`config.mk`:
```
export PLATFORM = sky130hd
export DESIGN_NAME = edg_front
export DESIGN_NICKNAME = d
export VERILOG_FILES = /design/src/rtl/edg_pkg.sv /design/src/rtl/edg_front.sv
export SDC_FILE = /design/constraint.sdc
export NUM_CORES = 1
export LEC_CHECK = 0
export BUFFER_PORTS_ARGS = -buffer_cell sky130_fd_sc_hd__buf_2
export CAP_MARGIN = 20
export CORE_AREA = 2 2 112 114
export DETAILED_ROUTE_END_ITERATION = 10
export DIE_AREA = 0 0 114 116
export GPL_ROUTABILITY_DRIVEN = 0
export PLACE_DENSITY_LB_ADDON = 0.05
export REMOVE_ABC_BUFFERS = 1
export SLEW_MARGIN = 15
export SYNTH_ARGS = -nofsm -noshare
export SYNTH_HDL_FRONTEND = slang
export SYNTH_SLANG_ARGS = --single-unit
export TNS_END_PERCENT = 100
```
`constraint.sdc`:
```
create_clock -name clk_i -period 10.25 [get_ports clk_i]
set_clock_uncertainty 0.15 [all_clocks]
set_input_delay 2.05 -clock clk_i [delete_from_list [all_inputs] [get_ports clk_i]]
set_output_delay 2.05 -clock clk_i [all_outputs]
set_load 0.05 [all_outputs]
```
`src/rtl/edg_pkg.sv`:
```
// ----------------------------------------------------------------------------
// edg_pkg
// Shared types, codes and helpers for the embedding dot / gradient table unit.
// ----------------------------------------------------------------------------
package edg_pkg;

  // default geometry
  localparam int unsigned ROWS_DEF = 1024;
  localparam int unsigned COLS_DEF = 64;

  // reset value of the column count register
  localparam logic [6:0] CFG_COLS_RST = 7'd64;

  // command queue depth between front and back (power of two)
  localparam int unsigned QDEPTH = 2;
  localparam int unsigned QPW    = $clog2(QDEPTH);

  // op codes
  localparam logic [2:0] OP_DOT    = 3'd0;
  localparam logic [2:0] OP_ACC    = 3'd1;
  localparam logic [2:0] OP_COMMIT = 3'd2;
  localparam logic [2:0] OP_GET    = 3'd3;
  localparam logic [2:0] OP_LOAD   = 3'd4;

  // one classified command word
  typedef struct packed {
    logic [2:0]         op;
    logic [9:0]         src;    // already reduced modulo ROWS
    logic [9:0]         dst;
    logic signed [15:0] scale;
    logic [5:0]         col;
    logic               sel;
    logic signed [15:0] lval;
    logic [6:0]         ncols;  // effective column count, 1..COLS
  } edg_cmd_t;

  // back to front control
  typedef struct packed {
    logic clearing;
    logic pop;
  } edg_ctl_t;

  // saturate a 21-bit signed sum to Q4.12
  function automatic logic signed [15:0] sat16(input logic signed [20:0] v);
    logic signed [15:0] r;
    if (v > 21'sd32767) begin
      r = 16'sh7fff;
    end else if (v < -21'sd32768) begin
      r = 16'sh8000;
    end else begin
      r = v[15:0];
    end
    return r;
  endfunction

endpackage

```
`src/rtl/edg_front.sv`:
```
// ----------------------------------------------------------------------------
// edg_front
// Takes input words, holds the column register, drops no-op words, reduces row
// indexes and queues commands for the back end.
// ----------------------------------------------------------------------------
module edg_front #(
  parameter int unsigned ROWS = edg_pkg::ROWS_DEF,
  parameter int unsigned COLS = edg_pkg::COLS_DEF
) (
  input  logic                clk_i,
  input  logic                rst_ni,
  input  logic                cfg_we_i,
  input  logic [6:0]          cfg_wdata_i,
  input  logic                in_valid_i,
  output logic                in_stall_o,
  input  logic [2:0]          op_i,
  input  logic [9:0]          src_row_i,
  input  logic [9:0]          dst_row_i,
  input  logic signed [15:0]  scale_i,
  input  logic [5:0]          col_i,
  input  logic                table_sel_i,
  input  logic signed [15:0]  load_value_i,
  output logic                cmd_valid_o,
  output edg_pkg::edg_cmd_t   cmd_o,
  input  edg_pkg::edg_ctl_t   ctl_i
);

  logic [6:0]              cols_q;
  logic [6:0]              ncols;
  logic                    keep;
  logic                    push;
  edg_pkg::edg_cmd_t       cmd;
  edg_pkg::edg_cmd_t       q_mem [edg_pkg::QDEPTH];
  logic [edg_pkg::QPW-1:0] wr_q, rd_q;
  logic [edg_pkg::QPW:0]   cnt_q, cnt_d;

  // row index modulo ROWS by conditional subtraction of ROWS shifted left, largest shift first
  function automatic logic [9:0] row_mod(input logic [9:0] r);
    logic [9:0] x;
    x = r;
    for (int k = 9; k >= 0; k--) begin
      if ((64'(ROWS) << k) < 64'd1024) begin
        if (64'(x) >= (64'(ROWS) << k)) begin
          x = x - 10'(64'(ROWS) << k);
        end
      end
    end
    return x;
  endfunction

  // column count register
  always_ff @(posedge clk_i or negedge rst_ni) begin
    if (!rst_ni) begin
      cols_q <= edg_pkg::CFG_COLS_RST;
    end else if (cfg_we_i) begin
      cols_q <= cfg_wdata_i;
    end
  end

  // effective column count, clamped to 1..COLS
  always_comb begin
    if (cols_q == 7'd0) begin
      ncols = 7'd1;
    end else if (cols_q > 7'(COLS)) begin
      ncols = 7'(COLS);
    end else begin
      ncols = cols_q;
    end
  end

  // classify: unknown ops and loads past the last column do nothing
  always_comb begin
    keep = (op_i == edg_pkg::OP_DOT) || (op_i == edg_pkg::OP_ACC) ||
           (op_i == edg_pkg::OP_COMMIT) || (op_i == edg_pkg::OP_GET) ||
           ((op_i == edg_pkg::OP_LOAD) && (7'(col_i) < 7'(COLS)));
    cmd.op    = op_i;
    cmd.src   = row_mod(src_row_i);
    cmd.dst   = row_mod(dst_row_i);
    cmd.scale = scale_i;
    cmd.col   = col_i;
    cmd.sel   = table_sel_i;
    cmd.lval  = load_value_i;
    cmd.ncols = ncols;
  end

  assign in_stall_o = (cnt_q == (edg_pkg::QPW+1)'(edg_pkg::QDEPTH)) || ctl_i.clearing;
  assign push       = in_valid_i && !in_stall_o && keep;

  // command queue
  always_ff @(posedge clk_i) begin
    if (push) begin
      q_mem[wr_q] <= cmd;
    end
  end

  always_comb begin
    cnt_d = cnt_q;
    if (push && !ctl_i.pop) begin
      cnt_d = cnt_q + 1'b1;
    end else if (!push && ctl_i.pop) begin
      cnt_d = cnt_q - 1'b1;
    end
  end

  // pointers wrap naturally, depth is a power of two
  always_ff @(posedge clk_i or negedge rst_ni) begin
    if (!rst_ni) begin
      wr_q  <= '0;
      rd_q  <= '0;
      cnt_q <= '0;
    end else begin
      cnt_q <= cnt_d;
      if (push) begin
        wr_q <= wr_q + 1'b1;
      end
      if (ctl_i.pop) begin
        rd_q <= rd_q + 1'b1;
      end
    end
  end

  assign cmd_valid_o = (cnt_q != '0);
  assign cmd_o       = q_mem[rd_q];

`ifndef SYNTHESIS
  a_no_push_full: assert property (@(posedge clk_i) disable iff (!rst_ni)
    push |-> cnt_q != (edg_pkg::QPW+1)'(edg_pkg::QDEPTH))
    else $error("push into full command queue");
  a_no_pop_empty: assert property (@(posedge clk_i) disable iff (!rst_ni)
    ctl_i.pop |-> cnt_q != '0)
    else $error("pop from empty command queue");
  a_stall_clear: assert property (@(posedge clk_i) disable iff (!rst_ni)
    ctl_i.clearing |-> in_stall_o)
    else $error("input taken during clearing pass");
`endif

endmodule

```
==> results.tsv <==
metric	value	unit
CTS tree	built	
clock-pin slew on the worst setup and hold paths	0.06	ns
XOR/XNOR share of the synthesized area	0.7458	%
Finished Cell Area	7292	µm²
mux cell area share after synthesis	18.99	%
I/O Buffers	145	
final setup fails	0	
Placement Cell Area	6650	µm²
Tcrit/Tclk final	46.26	%
synth top area cells	edfxtp_1 71%, mux2_4 18%, dfrtp_1 4.3%	
Cell variety after synth	24	
fin nets	492	
combinational fraction of design power	33.4	%
maximum VDD drop	0.2034	mV
initial antenna violation count	1	
worst-path fanout max	41	
DRC errors left	0	
Die Span Y	116	µm
clock share of power	30.8	%
post-cts sizing count	0	
most common cell in the netlist	edfxtp_1	
Compound-Gate Fraction of Synth Area	0.1705	%
YS warnings	0	
Worst setup EP type	output port	
cells along the critical path	buf_4, mux2_4, buf_2	
Max Root-Sink Buffers	2	
crit path from	rd_q	
Finished Core Util	61.22	%
adder-cell share of the synthesized area	0.2131	%
Worst EP required	8.05	ns
post-route setup TNS	0	ns
Net Switching	747.8	µW
final critical delay including setup and external delays	4.741	ns
I/O Pins	146	
reg2reg end	q_mem[0][6]	
grt ovf	0	
Worst path depth	3	
gr usage total	15.08	%
synth-to-layout area growth	24.18	%
average size of a mapped cell	22.58	µm²
Final ANT Viol Nets	0	
CP startpoint kind	flop	
Highest Clock Rate	210.9	MHz
violation count after the first detailed-route iteration	142	
Post-synth top flop	edfxtp_1	
WL final	9.590	mm
Yosys top cell by area	edfxtp_1	
share of power burned in registers	35.8	%
die width	114	µm
die area	13220	µm²
pwr/cell area	299.4	nW/µm²
Starting Density	49.30	%
FF-to-FF Start	cnt_q[0]	
number of fill cells in the layout	919	
Root Driver	clkbuf_16	
drt wl/cell	16.68	µm
crit path max-delay cell type	dfrtp_4	
Internal Power	1.435	mW
Worst Setup EP	cmd_o[43]	
total clock sinks	149	
Leakage	2.950	nW
sequential area share after synthesis	75.28	%
Async SR Flop Fraction	7.383	%
hold buffer count at cts	0	
switching fraction of total power	34.26	%
core box area	11910	µm²
row count	40	
number of synthesized flops with an enable pin	138	
simple-gate share of the synthesized area	1.747	%
first-pass GRT wire length	14.50	mm
antenna diode count	0	
crit-path leading delay family	buffers and inverters	
Final Hold Viols	0	
RSZ-0062 raised after global routing	no	
Worst-Margin Slew	0.9603	ns
Cell Area, Synth	5872	µm²
R2R Setup Slk	7.71	ns
main combinational cell family by area after synthesis	multiplexers	
clk_lat worst skew	0.41	ns
R2R depth	4	
number of CTS-inserted buffers	17	
fraction of synthesized cell area taken by the top area cell type	70.57	%
max_cap viols	0	
status	complete, no violations	
max incr delay on CP	0.79	ns
largest net degree at the start of global routing	70	
# Post-CTS Setup Buffers	0	
synthesized instance count	260	
Slew HR	35.98	%
ratio of cells with drive above 1 in the final layout	60.05	%
crit path DAT	2.54	ns
worst min path class	flop to flop	
count of buffer and inverter cells on the critical path	2	
HPWL Detailed	6.067	mm
Power Total	2.183	mW
Post-synth top cells	138 x edfxtp_1, 69 x mux2_4, 10 x dfrtp_1	
DRT Pass-1 Iters	4	
vias per inst	4.894	
Yosys reg bits	149	
Setup CP Type	flop to output port	
vias	2814	
vias in the first global route	2927	
Final Max Tran Viols	0	
H-tree depth	4	
state kept, by name, indices dropped and copies added, names as in the netlist:
name	count
q_mem	138
cols_q	7
cnt_q	2
rd_q	1
wr_q	1
worst register-to-register path: stages (launching register included):
cell	delay (ns)
dfrtp_1	0.41
nand2b_2	0.18
nand4b_4	0.15
nor2_4	0.60
buf_4	0.67
power by group through the flow:
stage,clock (mW),combinational (mW),sequential [mW]
6_report,0.673,0.729,0.782
5_1_grt,0.707,0.762,0.789
4_1_cts,0.687,0.740,0.784
3_5_place_dp,0,0.739,0.796
3_3_place_gp,0,0.736,0.794
2_1_floorplan,0,0.605,0.816
per-stage QoR:
step / hold slack (ns) / cells / setup slack (ns)
2_1_floorplan: 0.3091 / 250 / 4.310
3_3_place_gp: 0.3417 / 544 / 5.571
3_5_place_dp: 0.3460 / 544 / 5.570
4_1_cts: 0.3552 / 575 / 5.434
5_1_grt: 0.3751 / 575 / 5.378
6_report: 0.3493 / 575 / 5.509
layout by cell type (no fill, tap or decap), types with 3 or more instances in the layout:
cell	n
edfxtp_1	138
buf_2	145
dfrtp_1	9
mux2_4	69
bufinv_16	6
clkinv_1	3
mux2_2	7
clkbuf_16	17
nor2_1	3
nor2b_1	5
xor2_1	3
area by class of cell:
type / count / area (µm²) / share of cell area (%)
clock inverters: 12 / 209.0 / 2.865
repair buffers: 147 / 740.7 / 10.16
flip-flops and latches: 149 / 4424 / 60.67
inverters: 2 / 7.507 / 0.1030
multi-input cells: 99 / 1294 / 17.74
clock buffers: 19 / 432.9 / 5.937
well taps: 147 / 183.9 / 2.522
cells by family after synthesis:
logic type / Yosys count
multiplexers: 76
buffers and inverters: 12
AND/OR/NAND/NOR: 15
flip-flops: 149
adder cells (fa/ha/maj): 1
AO/OA/AOI/OAI: 2
XOR/XNOR: 5
per-layer routing:
| metal | global-route usage, % | routed length [µm] | vias up | part of all wire [%] |
|---|---|---|---|---|
| li1 | - | - | 1324 | - |
| met1 | 16.38 | 3762 | 1369 | 39 |
| met2 | 25.20 | 4910 | 99 | 51 |
| met3 | 6.015 | 655 | 20 | 6.8 |
| met4 | 8.780 | 245 | 2 | 2.6 |
| met5 | 0 | 16 | - | 0.17 |
how the worst min path moves through the flow:
stage          cells after the start         to  slack, ns       from
2_1_floorplan                      1       wr_q       0.31       wr_q
3_3_place_gp                       1  cols_q[0]       0.34  cols_q[0]
3_5_place_dp                       1   cnt_q[1]       0.35   cnt_q[1]
4_1_cts                            1   cnt_q[1]       0.36   cnt_q[1]
5_1_grt                            1   cnt_q[1]       0.38   cnt_q[1]
6_report                           1   cnt_q[1]       0.35   cnt_q[1]
(Power assumes the default switching activity.)
